**src/rtl/iqbq_pkg.sv**
```systemverilog
`timescale 1ns / 1ps
// ----------------------------------------------------------------------------
// IQ biquad package
// Shared widths, payload structs, command struct and codes for the IQ
// direct-form-II biquad filter core.
// ----------------------------------------------------------------------------
package iqbq_pkg;

  // Field widths.
  localparam int SAMPLE_WIDTH = 16;
  localparam int COEF_WIDTH   = 18;
  localparam int STATE_WIDTH  = 32;

  // Fraction bits of each format.
  localparam int XFRAC = SAMPLE_WIDTH - 1;
  localparam int CFRAC = COEF_WIDTH - 2;
  localparam int SFRAC = STATE_WIDTH / 2;

  // Alignment between the sample format and the product format.
  localparam int X_SHIFT   = SFRAC + CFRAC - XFRAC;

  // Product and accumulator widths; three guard bits cover a three-term sum.
  localparam int PROD_WIDTH = COEF_WIDTH + STATE_WIDTH;
  localparam int ACC_WIDTH  = PROD_WIDTH + 3;

  // Configuration register file.
  localparam int NUM_COEF      = 5;
  localparam int CFG_IDX_WIDTH = $clog2(NUM_COEF);

  // Microcode steps for one lane.
  localparam int STEPS_PER_LANE = 9;
  localparam int STEP_WIDTH     = $clog2(STEPS_PER_LANE);

  // Register indexes, also used to select the multiplier coefficient.
  typedef enum logic [CFG_IDX_WIDTH-1:0] {
    COEF_A1 = 3'd0,
    COEF_A2 = 3'd1,
    COEF_B0 = 3'd2,
    COEF_B1 = 3'd3,
    COEF_B2 = 3'd4
  } coef_idx_e;

  // State word fed to the multiplier.
  typedef enum logic [1:0] {
    OPND_W1,
    OPND_W2,
    OPND_W0
  } opnd_sel_e;

  // Accumulator operation.
  typedef enum logic [2:0] {
    ACC_HOLD,
    ACC_LOAD_X,
    ACC_LOAD_PROD,
    ACC_ADD,
    ACC_SUB
  } acc_op_e;

  // Sequencer steps for one lane.
  typedef enum logic [STEP_WIDTH-1:0] {
    STEP_MUL_A1,
    STEP_MUL_A2,
    STEP_ACC_A2,
    STEP_ROUND_W0,
    STEP_MUL_B0,
    STEP_MUL_B1,
    STEP_MUL_B2,
    STEP_ACC_B2,
    STEP_ROUND_Y
  } step_e;

  // Controller states.
  typedef enum logic [1:0] {
    ST_IDLE,
    ST_RUN,
    ST_PUBLISH
  } state_e;

  // Input transaction payload.
  typedef struct packed {
    logic signed [SAMPLE_WIDTH-1:0] in_i;
    logic signed [SAMPLE_WIDTH-1:0] in_q;
  } in_item_t;

  // Output transaction payload.
  typedef struct packed {
    logic signed [SAMPLE_WIDTH-1:0] out_i;
    logic signed [SAMPLE_WIDTH-1:0] out_q;
  } out_item_t;

  // Configuration write payload.
  typedef struct packed {
    logic [CFG_IDX_WIDTH-1:0]     index;
    logic signed [COEF_WIDTH-1:0] value;
  } cfg_write_t;

  // Commands from the controller to the datapath.
  typedef struct packed {
    logic      capture;
    logic      lane;
    logic      mul_en;
    coef_idx_e coef_sel;
    opnd_sel_e opnd_sel;
    acc_op_e   acc_op;
    logic      w0_en;
    logic      res_en;
    logic      publish;
  } dp_cmd_t;

endpackage

```
**src/rtl/iqbq_ctrl.sv**
```systemverilog
`timescale 1ns / 1ps
// ----------------------------------------------------------------------------
// IQ biquad controller
// Sequences the shared multiply-accumulate through nine steps per lane and
// manages the input and output handshakes.
// ----------------------------------------------------------------------------
module iqbq_ctrl (
  input  logic              clk_i,
  input  logic              rst_ni,
  input  logic              in_valid_i,
  output logic              in_ready_o,
  output logic              out_valid_o,
  input  logic              out_ready_i,
  output iqbq_pkg::dp_cmd_t cmd_o
);
  import iqbq_pkg::*;

  state_e  state_q, state_d;
  step_e   step_q, step_d;
  logic    lane_q, lane_d;
  logic    out_valid_q, out_valid_d;
  dp_cmd_t cmd;

  // Microcode for one step of one lane.
  function automatic dp_cmd_t ucode(input step_e step, input logic lane);
    dp_cmd_t c;
    c          = '0;
    c.lane     = lane;
    c.coef_sel = COEF_A1;
    c.opnd_sel = OPND_W1;
    c.acc_op   = ACC_HOLD;
    case (step)
      STEP_MUL_A1: begin
        c.mul_en   = 1'b1;
        c.coef_sel = COEF_A1;
        c.opnd_sel = OPND_W1;
        c.acc_op   = ACC_LOAD_X;
      end
      STEP_MUL_A2: begin
        c.mul_en   = 1'b1;
        c.coef_sel = COEF_A2;
        c.opnd_sel = OPND_W2;
        c.acc_op   = ACC_SUB;
      end
      STEP_ACC_A2: begin
        c.acc_op = ACC_ADD;
      end
      STEP_ROUND_W0: begin
        c.w0_en = 1'b1;
      end
      STEP_MUL_B0: begin
        c.mul_en   = 1'b1;
        c.coef_sel = COEF_B0;
        c.opnd_sel = OPND_W0;
      end
      STEP_MUL_B1: begin
        c.mul_en   = 1'b1;
        c.coef_sel = COEF_B1;
        c.opnd_sel = OPND_W1;
        c.acc_op   = ACC_LOAD_PROD;
      end
      STEP_MUL_B2: begin
        c.mul_en   = 1'b1;
        c.coef_sel = COEF_B2;
        c.opnd_sel = OPND_W2;
        c.acc_op   = ACC_ADD;
      end
      STEP_ACC_B2: begin
        c.acc_op = ACC_ADD;
      end
      STEP_ROUND_Y: begin
        c.res_en = 1'b1;
      end
      default: begin
        c.acc_op = ACC_HOLD;
      end
    endcase
    return c;
  endfunction

  // State, step and output-valid registers.
  always_ff @(posedge clk_i or negedge rst_ni) begin
    if (!rst_ni) begin
      state_q     <= ST_IDLE;
      step_q      <= STEP_MUL_A1;
      lane_q      <= 1'b0;
      out_valid_q <= 1'b0;
    end else begin
      state_q     <= state_d;
      step_q      <= step_d;
      lane_q      <= lane_d;
      out_valid_q <= out_valid_d;
    end
  end

  // Next state and commands.
  always_comb begin
    state_d    = state_q;
    step_d     = step_q;
    lane_d     = lane_q;
    in_ready_o = 1'b0;
    cmd        = ucode(STEP_MUL_A1, 1'b0);
    cmd.mul_en = 1'b0;
    cmd.acc_op = ACC_HOLD;
    case (state_q)
      ST_IDLE: begin
        in_ready_o = 1'b1;
        if (in_valid_i) begin
          cmd.capture = 1'b1;
          step_d      = STEP_MUL_A1;
          lane_d      = 1'b0;
          state_d     = ST_RUN;
        end
      end
      ST_RUN: begin
        cmd = ucode(step_q, lane_q);
        if (step_q == STEP_ROUND_Y) begin
          step_d = STEP_MUL_A1;
          if (lane_q) begin
            state_d = ST_PUBLISH;
          end else begin
            lane_d = 1'b1;
          end
        end else begin
          step_d = step_e'(step_q + 1'b1);
        end
      end
      ST_PUBLISH: begin
        if (!out_valid_q || out_ready_i) begin
          cmd.publish = 1'b1;
          state_d     = ST_IDLE;
        end
      end
      default: begin
        state_d = ST_IDLE;
      end
    endcase
  end

  // The output register holds a result until its transaction completes.
  always_comb begin
    if (cmd.publish) begin
      out_valid_d = 1'b1;
    end else if (out_ready_i) begin
      out_valid_d = 1'b0;
    end else begin
      out_valid_d = out_valid_q;
    end
  end

  assign out_valid_o = out_valid_q;
  assign cmd_o       = cmd;

endmodule

```
**src/rtl/iqbq_datapath.sv**
```systemverilog
`timescale 1ns / 1ps
// ----------------------------------------------------------------------------
// IQ biquad datapath
// Coefficient registers, per-lane delay words, one shared multiplier with a
// registered product, the accumulator and the rounding and saturation logic.
// ----------------------------------------------------------------------------
module iqbq_datapath (
  input  logic                 clk_i,
  input  logic                 rst_ni,
  input  iqbq_pkg::dp_cmd_t    cmd_i,
  input  iqbq_pkg::in_item_t   in_data_i,
  input  logic                 cfg_we_i,
  input  iqbq_pkg::cfg_write_t cfg_data_i,
  output iqbq_pkg::out_item_t  out_data_o
);
  import iqbq_pkg::*;

  // Kept signed so that the rounding sums below shift arithmetically.
  localparam logic signed [ACC_WIDTH-1:0] W0_RND  = ACC_WIDTH'(1) << (CFRAC - 1);
  localparam logic signed [ACC_WIDTH-1:0] OUT_RND = ACC_WIDTH'(1) << (X_SHIFT - 1);

  logic signed [COEF_WIDTH-1:0]   coef_a1_q, coef_a2_q, coef_b0_q, coef_b1_q, coef_b2_q;
  logic signed [STATE_WIDTH-1:0]  w1_q [2];
  logic signed [STATE_WIDTH-1:0]  w2_q [2];
  logic signed [SAMPLE_WIDTH-1:0] x_q [2];
  logic signed [SAMPLE_WIDTH-1:0] res_q [2];
  logic signed [STATE_WIDTH-1:0]  w0_q, w0_d;
  logic signed [SAMPLE_WIDTH-1:0] y_d;
  logic signed [PROD_WIDTH-1:0]   prod_q, prod_d;
  logic signed [ACC_WIDTH-1:0]    acc_q, acc_d;
  logic signed [ACC_WIDTH-1:0]    acc_x, acc_prod, w0_shift, y_shift;
  logic signed [COEF_WIDTH-1:0]   coef_op;
  logic signed [STATE_WIDTH-1:0]  opnd;
  logic signed [SAMPLE_WIDTH-1:0] x_lane;
  out_item_t                      out_q;

  // Saturate a sign-extended value to the state width.
  function automatic logic [STATE_WIDTH-1:0] sat_state(input logic [ACC_WIDTH-1:0] v);
    logic [ACC_WIDTH-STATE_WIDTH:0] upper;
    upper = v[ACC_WIDTH-1:STATE_WIDTH-1];
    if (&upper || ~|upper) begin
      return v[STATE_WIDTH-1:0];
    end else if (v[ACC_WIDTH-1]) begin
      return {1'b1, {(STATE_WIDTH-1){1'b0}}};
    end else begin
      return {1'b0, {(STATE_WIDTH-1){1'b1}}};
    end
  endfunction

  // Saturate a sign-extended value to the sample width.
  function automatic logic [SAMPLE_WIDTH-1:0] sat_sample(input logic [ACC_WIDTH-1:0] v);
    logic [ACC_WIDTH-SAMPLE_WIDTH:0] upper;
    upper = v[ACC_WIDTH-1:SAMPLE_WIDTH-1];
    if (&upper || ~|upper) begin
      return v[SAMPLE_WIDTH-1:0];
    end else if (v[ACC_WIDTH-1]) begin
      return {1'b1, {(SAMPLE_WIDTH-1){1'b0}}};
    end else begin
      return {1'b0, {(SAMPLE_WIDTH-1){1'b1}}};
    end
  endfunction

  // Multiplier operand selection.
  always_comb begin
    case (cmd_i.coef_sel)
      COEF_A1: coef_op = coef_a1_q;
      COEF_A2: coef_op = coef_a2_q;
      COEF_B0: coef_op = coef_b0_q;
      COEF_B1: coef_op = coef_b1_q;
      COEF_B2: coef_op = coef_b2_q;
      default: coef_op = coef_a1_q;
    endcase
    case (cmd_i.opnd_sel)
      OPND_W1: opnd = w1_q[cmd_i.lane];
      OPND_W2: opnd = w2_q[cmd_i.lane];
      OPND_W0: opnd = w0_q;
      default: opnd = w1_q[cmd_i.lane];
    endcase
  end

  assign prod_d = coef_op * opnd;

  // Sample and product aligned to the accumulator.
  assign x_lane   = x_q[cmd_i.lane];
  assign acc_x    = {{(ACC_WIDTH-SAMPLE_WIDTH-X_SHIFT){x_lane[SAMPLE_WIDTH-1]}},
                     x_lane, {X_SHIFT{1'b0}}};
  assign acc_prod = {{(ACC_WIDTH-PROD_WIDTH){prod_q[PROD_WIDTH-1]}}, prod_q};

  // Accumulator update.
  always_comb begin
    case (cmd_i.acc_op)
      ACC_HOLD:      acc_d = acc_q;
      ACC_LOAD_X:    acc_d = acc_x;
      ACC_LOAD_PROD: acc_d = acc_prod;
      ACC_ADD:       acc_d = acc_q + acc_prod;
      ACC_SUB:       acc_d = acc_q - acc_prod;
      default:       acc_d = acc_q;
    endcase
  end

  // Round half up, then saturate, for the new delay word and the output.
  assign w0_shift = (acc_q + W0_RND) >>> CFRAC;
  assign y_shift  = (acc_q + OUT_RND) >>> X_SHIFT;
  assign w0_d     = sat_state(w0_shift);
  assign y_d      = sat_sample(y_shift);

  // Coefficient registers and delay words.
  always_ff @(posedge clk_i or negedge rst_ni) begin
    if (!rst_ni) begin
      coef_a1_q <= '0;
      coef_a2_q <= '0;
      coef_b0_q <= '0;
      coef_b1_q <= '0;
      coef_b2_q <= '0;
      w1_q[0]   <= '0;
      w1_q[1]   <= '0;
      w2_q[0]   <= '0;
      w2_q[1]   <= '0;
    end else begin
      if (cfg_we_i) begin
        case (cfg_data_i.index)
          COEF_A1: coef_a1_q <= cfg_data_i.value;
          COEF_A2: coef_a2_q <= cfg_data_i.value;
          COEF_B0: coef_b0_q <= cfg_data_i.value;
          COEF_B1: coef_b1_q <= cfg_data_i.value;
          COEF_B2: coef_b2_q <= cfg_data_i.value;
          default: coef_a1_q <= coef_a1_q;
        endcase
      end
      if (cmd_i.res_en) begin
        w2_q[cmd_i.lane] <= w1_q[cmd_i.lane];
        w1_q[cmd_i.lane] <= w0_q;
      end
    end
  end

  // Working registers of the datapath.
  always_ff @(posedge clk_i) begin
    if (cmd_i.capture) begin
      x_q[0] <= in_data_i.in_i;
      x_q[1] <= in_data_i.in_q;
    end
    if (cmd_i.mul_en) begin
      prod_q <= prod_d;
    end
    acc_q <= acc_d;
    if (cmd_i.w0_en) begin
      w0_q <= w0_d;
    end
    if (cmd_i.res_en) begin
      res_q[cmd_i.lane] <= y_d;
    end
    if (cmd_i.publish) begin
      out_q.out_i <= res_q[0];
      out_q.out_q <= res_q[1];
    end
  end

  assign out_data_o = out_q;

endmodule

```
**src/rtl/iq_biquad_iir_filter_core.sv**
```systemverilog
`timescale 1ns / 1ps
// An accepted sample runs through ST_RUN for the I lane, then the Q lane, and then
// ST_PUBLISH raises out_valid_o. A new sample is taken only after that, since the
// single shared multiplier runs nine sequencer steps for each of the two lanes.
// A finished result waits in the output register while the next item is taken.
// Reset clears all coefficients and delay words to zero and empties the output.
// ----------------------------------------------------------------------------
// IQ biquad IIR filter core
// One direct-form-II second-order section applied to the I and Q lanes with
// shared coefficients and separate delay words.
// ----------------------------------------------------------------------------
module iq_biquad_iir_filter_core (
  input  logic                 clk_i,
  input  logic                 rst_ni,
  input  logic                 in_valid_i,
  output logic                 in_ready_o,
  input  iqbq_pkg::in_item_t   in_data_i,
  output logic                 out_valid_o,
  input  logic                 out_ready_i,
  output iqbq_pkg::out_item_t  out_data_o,
  input  logic                 cfg_valid_i,
  output logic                 cfg_ready_o,
  input  iqbq_pkg::cfg_write_t cfg_data_i
);
  import iqbq_pkg::*;

  dp_cmd_t cmd;

  // Configuration writes are always taken.
  assign cfg_ready_o = 1'b1;

  // Sequencer.
  iqbq_ctrl u_ctrl (
    .clk_i       (clk_i),
    .rst_ni      (rst_ni),
    .in_valid_i  (in_valid_i),
    .in_ready_o  (in_ready_o),
    .out_valid_o (out_valid_o),
    .out_ready_i (out_ready_i),
    .cmd_o       (cmd)
  );

  // Arithmetic and storage.
  iqbq_datapath u_datapath (
    .clk_i      (clk_i),
    .rst_ni     (rst_ni),
    .cmd_i      (cmd),
    .in_data_i  (in_data_i),
    .cfg_we_i   (cfg_valid_i & cfg_ready_o),
    .cfg_data_i (cfg_data_i),
    .out_data_o (out_data_o)
  );

endmodule

```
**config.mk**
```make
export PLATFORM = sky130hd
export DESIGN_NAME = iq_biquad_iir_filter_core
export DESIGN_NICKNAME = d
export VERILOG_FILES = /design/src/rtl/iqbq_pkg.sv /design/src/rtl/iqbq_ctrl.sv /design/src/rtl/iqbq_datapath.sv /design/src/rtl/iq_biquad_iir_filter_core.sv
export SDC_FILE = /design/constraint.sdc
export NUM_CORES = 2
export LEC_CHECK = 0
export BUFFER_PORTS_ARGS = -buffer_cell sky130_fd_sc_hd__buf_2
export CAP_MARGIN = 20
export CORE_MARGIN = 2
export CORE_UTILIZATION = 65
export CTS_BUF_LIST = sky130_fd_sc_hd__clkbuf_4
export DETAILED_ROUTE_END_ITERATION = 6
export GPL_ROUTABILITY_DRIVEN = 1
export PLACE_DENSITY = 0.88
export SLEW_MARGIN = 30
export SYNTH_ARGS = -nofsm -noshare
export SYNTH_HDL_FRONTEND = slang
export SYNTH_SLANG_ARGS = --single-unit
```
**constraint.sdc**
```tcl
create_clock -name clk_i -period 10.5 [get_ports clk_i]
set_input_delay 3.15 -clock clk_i [delete_from_list [all_inputs] [get_ports clk_i]]
set_output_delay 3.15 -clock clk_i [all_outputs]
set_load 0.005 [all_outputs]
```
Word level (Yosys, flattened, before mapping)
Memories as Yosys holds them, arrays and structs flattened. A register that Yosys moved wholly into a read port is not among the register bits.
Index checks and enable logic that the tools add are counted.
{ "totals": {"reg_bits": 361, "mem_bits_rw": 64, "inputBits": 58, "output_inout_bits": 35, "elab_cells": 125, "memories": 2} }
{ "op_classes": {"addsub": 5, "multipliers": 1, "order_cmp": 2, "n_eq_ne": 28, "n_mux": 44, "bitwise_logic": 1, "n_reduce_logical": 26} }
{ "mem_list": {"columns": ["memory", "depth", "word_bits", "read_ports", "rd_clocked_by_memory_dff", "write_ports", "line", "text"], "rows": [
  ["u_datapath.res_q", 2, 16, 2, 2, 1, "iqbq_datapath.sv:26", "logic signed [SAMPLE_WIDTH-1:0] res_q [2];"],
  ["u_datapath.x_q", 2, 16, 1, 0, 2, "iqbq_datapath.sv:25", "logic signed [SAMPLE_WIDTH-1:0] x_q [2];"]
]} }
{ "op_table": {"columns": ["cell", "n"], "rows": [
  ["32-bit two-way mux", 9],
  ["53-bit one-hot mux with 4 select lines", 1],
  ["64-bit bitwise mux", 2],
  ["18-bit one-hot mux with 4 select lines", 1],
  ["32-bit one-hot mux with 2 select lines", 1],
  ["53-bit by 17-bit adder with 53-bit output (second input constant)", 1],
  ["53-bit by 18-bit adder with 53-bit output (second input constant)", 1],
  ["53-bit by 50-bit adder with 53-bit output", 1],
  ["53-bit by 50-bit subtractor with 53-bit output", 1],
  ["18-bit by 32-bit multiplier with 50-bit output", 1],
  ["32-bit demux with 1-bit select", 1],
  ["16-bit two-way mux", 2],
  ["6-bit one-hot mux with 5 select lines", 1],
  ["21-bit AND reduction", 1],
  ["21-bit OR reduction", 1],
  ["3-bit by 2-bit equality test with 1-bit output (second input constant)", 6],
  ["4-bit by 3-bit equality test with 1-bit output (second input constant)", 4],
  ["1-bit two-way mux", 15],
  ["12-bit two-way mux", 1],
  ["3-bit one-hot mux with 4 select lines", 1],
  ["2-bit AND reduction", 6],
  ["3-bit by 1-bit equality test with 1-bit output (second input constant)", 3],
  ["3-bit equality test (second input constant)", 3],
  ["4-bit by 2-bit equality test with 1-bit output (second input constant)", 2],
  ["28 further kinds", 41]
]} }

Depth between registers and ports, before layout
{ "logic_depth": {"depth_word": 10, "ltp_mapped": 38, "mapped_depth_nobuf": 33} }

By module
Synthesis repeated with hierarchy kept, for this count alone.
{ "hier_totals": {"cells_unflattened": 4258, "hier_area_um2": 43370.3} }
{ "by_module_without_submodules": {"columns": ["mod", "instances", "cells_each", "area_each_um2", "seq_area_each_um2"], "rows": [
  ["iqbq_datapath", 1, 4188, 42791.0, 12391.9],
  ["iqbq_ctrl", 1, 68, 568.0, 200.2],
  ["iq_biquad_iir_filter_core", 1, 2, 11.3, 0.0]
]} }

Worst setup path after synthesis
OpenSTA, ideal clock, no wires.
{ "synth_timing": {"path_kind": "register -> register", "startpoint": "reg u_ctrl.step_q[1]", "endpoint": "reg u_datapath.prod_q[48] (data pin)", "setup_time_ns": 0.264, "arrival_ns": 8.575, "required_time_ns": 10.236, "setup_slack_ns": 1.662, "stages_incl_launch_ff": 35, "path_buffers": 5, "synth_period_minus_slack_ns": 8.838, "path_cell_list": "dfrtp_1 -> inv_1 -> ha_1 -> clkbuf_1 -> nand2b_1 -> nor3_1 -> clkbuf_1 -> a31oi_1 -> inv_1 -> ha_1 -> clkbuf_1 -> clkbuf_1 -> a21oi_1 -> clkbuf_1 -> nand2_1 -> fa_1 -> inv_1 -> fa_1 -> fa_1 -> fa_1 -> fa_1 -> inv_1 -> fa_1 -> inv_1 -> ha_1 -> a21oi_1 -> a21boi_0 -> nor4b_1 -> a211oi_1 -> a21oi_1 -> o21ai_0 -> a221oi_1 -> o21ai_0 -> a221oi_1 -> xnor2_1"} }
{ "synth_between": {"elab_chain_len": 6, "elab_cells_between_ends": 16, "classes_between": "mul (1); eq/ne (10); mux (4); reduce/logical (1)"} }
{ "synth_rtl": {"columns": ["item", "line", "text"], "rows": [
  ["from (decl)", "iqbq_ctrl.sv:19", "step_e step_q, step_d;"],
  ["from (signal assigned)", "iqbq_ctrl.sv:90", "step_q <= step_d;"],
  ["4-bit by 3-bit equality test with 1-bit output, or another cell as far along", "iqbq_ctrl.sv:32", "case (step)"],
  ["6-bit one-hot mux with 5 select lines (*)", "iqbq_ctrl.sv:32", null],
  ["12-bit two-way mux (*)", "iqbq_ctrl.sv:105", "case (state_q)"],
  ["3-bit equality test, or another cell as far along", "iqbq_datapath.sv:65", "case (cmd_i.coef_sel)"],
  ["18-bit one-hot mux with 4 select lines or 32-bit one-hot mux with 2 select lines (tied branches)", "iqbq_datapath.sv:65, iqbq_datapath.sv:73", null],
  ["18-bit by 32-bit multiplier with 50-bit output (*)", "iqbq_datapath.sv:81", "assign prod_d = coef_op * opnd;"],
  ["via u_datapath.prod_d[48]", "iqbq_datapath.sv:29", "logic signed [PROD_WIDTH-1:0] prod_q, prod_d;"],
  ["to (signal assigned)", "iqbq_datapath.sv:144", "prod_q <= prod_d;"],
  ["to (decl)", "iqbq_datapath.sv:29", null]
]} }
Mark *: on every way through the listed nets, which the timed path passes. The rest lies on a longest branch.
A chain may end at the register's enable or synchronous reset.

Worst setup path after layout
{ "layout_timing": {"startpoint": "reg u_ctrl.state_q[1]", "endpoint": "reg u_datapath.prod_q[48] (data pin)"} }
{ "layout_between": {"elab_chain_len": 8, "elab_cells_between_ends": 18, "classes_between": "mul (1); eq/ne (7); mux (9); bitwise (1)"} }
{ "layout_rtl": {"columns": ["item", "line", "text"], "rows": [
  ["from (decl)", "iqbq_ctrl.sv:18", "state_e state_q, state_d;"],
  ["from (signal assigned)", "iqbq_ctrl.sv:89", "state_q <= state_d;"],
  ["2-bit by 1-bit equality test with 1-bit output (*)", "iqbq_ctrl.sv:105", null],
  ["12-bit two-way mux (*)", "iqbq_ctrl.sv:105", null],
  ["1-bit inverter with 2-bit output (not written as such)", "iqbq_datapath.sv:74, iqbq_datapath.sv:75, iqbq_datapath.sv:77", null],
  ["32-bit two-way mux, on equally long branches (3 in series)", "iqbq_datapath.sv:74, iqbq_datapath.sv:77, iqbq_datapath.sv:75", null],
  ["32-bit one-hot mux with 2 select lines", "iqbq_datapath.sv:73", "case (cmd_i.opnd_sel)"],
  ["18-bit by 32-bit multiplier with 50-bit output (*)", "iqbq_datapath.sv:81", null],
  ["via u_datapath.prod_d[48]", "iqbq_datapath.sv:29", null]
]} }
Mark *: on every way through the listed nets, which the timed path passes. The rest lies on a longest branch. The select of a mux whose other input is x is not followed.

==> run_results.csv <==
group,metric,value,unit
logic_synthesis,ys.flop_type,"edfxtp_1",
drt,dr.pass1.iters,7,
final_layout,fillers,4761,
sta,timing.fmax,0.0988,GHz
final_layout,final_nets,5344,
drt,drt_iter0_markers,3555,
drt,top_layer,"met5",
logic_synthesis,synth_cells,4456,
hold_path,hp-start,"u_datapath.res_q[0][4]",
die,core.rowCount,95,
logic_synthesis,ys.warnings.count,0,
sta,worst_slack,374,ps
logic_synthesis,async_reset_ff_share,49.5,%
critical_path,crit_path_start_kind,"register",
drt,dr_wl_met3,13.4,mm
final_layout,area_growth,7.31,%
critical_path,criticalPathCategory,"reg2reg",
run,maxCapViolations,0,
final_layout,finalNonFillerCells,5519,
die,die-area,69400,um2
drt,vias_per_cell,6.20,
logic_synthesis,synth_seq_cells,457,
cts,cts.sink_count,457,
cts,clock_latency,990,ps
sta,slew_viol_final,0,
critical_path,cp_data_required_time,11140,ps
critical_path,crit_top_cell,"fa_1",
sta,fin_skew,111,ps
drt,drt-met1-wl,43.8,mm
logic_synthesis,syn-mean-instance-area,9.81,um2
cts,numCtsBuffers,114,
outcome,outcome,"complete, no violations",
critical_path,path_max_fanout,18,
logic_synthesis,synth_area,43700,um2
placement,post-dp-hpwl,93.3,mm
die,die-height,263,um
drt,antenna_left,0,
drt,totalWireLength,122,mm
grt,antenna_found_initial,4,
critical_path,r2r_start,"u_ctrl.state_q[1]",
grt,grt_first_pass_wirelength,192,mm
sta,rsz0062_at_grt,"no",
sta,finalCritPeriodShare,96.4,%
grt,track_usage,35.9,%
placement,dp_slack,444,ps
die,pin_count,93,
grt,grt_max_degree,86,
sta,finalHoldViolCount,0,
logic_synthesis,synth-seq-area-share,28.8,%
placement,place.port_buffers,91,
sta,slew_headroom,31.6,%
cts,htreeDepth,3,
die,coreArea,66900,um2
sta,finalCriticalPeriod,10130,ps
sta,tightest_slew,1030,ps
cts,clock_path_buffers,3,
critical_path,slowest_stage,"and4b_1",
critical_path,cp-end-kind,"register",
cts,root_buffer,"clkbuf_4",
hold_path,hold_path.class,"reg2reg",
cts,cts_tree,"built",
critical_path,cp.arrival,10770,ps
critical_path,slowest_delay,960,ps
grt,grt_pass1_vias,35575,
logic_synthesis,synth-edff-count,231,
die,initial_utilization,65.3,%
drt,dr_total_vias,34241,
grt,grt_remaining_overflow,0,
drt,drc,0,
sta,tns,0,ps
placement,dp.cells,5305,
placement,gp_congestion,1.08,
final_layout,final_layout_size_suffix_gt1_share,13.3,%
cts,holdBufCountCts,0,
drt,wl_per_cell,22.1,um
cts,clk_pin_slew,70,ps
logic_synthesis,synth.distinct_cells,84,
critical_path,setup.worst_path.start,"u_ctrl.state_q[1]",
die,die_w,263,um
sta,setup_violations,0,
drt,wl_met2,56.9,mm
logic_synthesis,synth_nets,5250,
final timing paths:
kind | endpoint | slack [ps] | cells past startpoint
max in group asynchronous | u_datapath.w2_q[48] | 6980 | 2
min in group asynchronous | u_datapath.w1_q[34] | 2200 | 1
worst min register to register | out_data_o[20] | 420 | 0
worst max register to register | u_datapath.prod_q[48] | 370 | 29
worst max-delay path | u_datapath.prod_q[48] | 370 | 29
worst min-delay path | out_data_o[20] | 420 | 0
registers in the layout, indices dropped and copies added, names as in the netlist:
name,flops
out_data_o,32
u_ctrl.lane_q,1
u_ctrl.out_valid_o,1
u_ctrl.state_q,2
u_ctrl.step_q,4
u_datapath.acc_q,53
u_datapath.coef_a1_q,18
u_datapath.coef_a2_q,18
u_datapath.coef_b0_q,18
u_datapath.coef_b1_q,18
u_datapath.coef_b2_q,18
u_datapath.prod_q,50
u_datapath.res_q,32
u_datapath.w0_q,32
u_datapath.w1_q,64
u_datapath.w2_q,64
u_datapath.x_q,32
cell usage after synthesis, types with 34 or more instances:
cell / count / area (um2)
inv_1: 665 / 2500
nand2_1: 642 / 2410
fa_1: 554 / 11100
nor2_1: 290 / 1090
edfxtp_1: 231 / 6940
dfrtp_1: 226 / 5660
a21oi_1: 215 / 1080
mux2_2: 188 / 2120
ha_1: 182 / 2280
clkbuf_1: 179 / 672
o21ai_0: 130 / 651
xnor2_1: 110 / 963
xor2_1: 102 / 893
a21o_1: 57 / 428
nand3_1: 53 / 265
nand2b_1: 50 / 313
mux2i_1: 49 / 490
and2_1: 48 / 300
nor2b_1: 47 / 294
nand4_1: 34 / 213
worst max-delay path: cells and delay by family, from the launching register on:
family | cells | cell delay, ps
compound gates | 9 | 2390
buf+inv | 6 | 880
fa+ha+maj | 7 | 3180
flops | 1 | 480
simple gates | 6 | 2820
xor+xnor | 1 | 110
cell families after synthesis:
group	count (synthesis)	synth area share, %
AO/OA/AOI/OAI	648	9.42
XOR/XNOR	213	4.28
adder cells (fa/ha/maj)	736	30.6
buffers and inverters	883	7.96
flip-flops	457	28.8
multiplexers	238	6.00
other	1	0.00858
AND/OR/NAND/NOR	1280	13.0
per-stage QoR:
stage	hold slack, ps	utilization (%)	instance area, um2
after floorplan	400	-	43700
after global placement	401	67.6	45200
after detailed placement	405	67.6	45200
after CTS	389	70.0	46800
after global routing	414	70.1	46900
final	419	70.1	46900
cell usage in the layout, fill, tap and decap left out, types with 33 or more instances in the layout:
cell	n
nand4_1	34
inv_1	665
edfxtp_1	231
buf_2	90
mux2i_1	49
nor2b_1	46
o21ai_0	129
nand2b_1	50
and2_1	47
dfrtp_1	226
a21o_1	57
nand3_1	52
ha_1	181
xor2_1	102
nand2_1	641
o21a_1	33
buf_4	99
fa_1	554
xnor2_1	110
mux2_2	188
a21oi_1	212
clkbuf_4	172
nor2_1	287
per-layer routing:
metal	GRT usage, %	up-vias
li1	-	14745
met1	45.4	16895
met2	56.6	2079
met3	8.70	518
met4	20.8	4
met5	0	-
what timing repair did:
item / 4_1_cts / 5_1_grt
setup buffers: 0 / 1
hold endpoints to repair: 0 / 0
resized for setup: 0 / 2
setup endpoints to repair: 0 / 4
cell type report:
class,instances,area [um2],share of cell area [%]
multi-input cells,3116,27800,59.3
inverters,667,2500,5.34
clock inverters,38,307,0.653
flip-flops and latches,457,12600,26.8
repair buffers,194,1290,2.75
clock buffers,172,1290,2.75
well taps,873,1090,2.33
diodes,2,5.00,0.0107
Power is not shown: default switching activity piles up to over one toggle a cycle in this logic, so the estimate is an artifact.
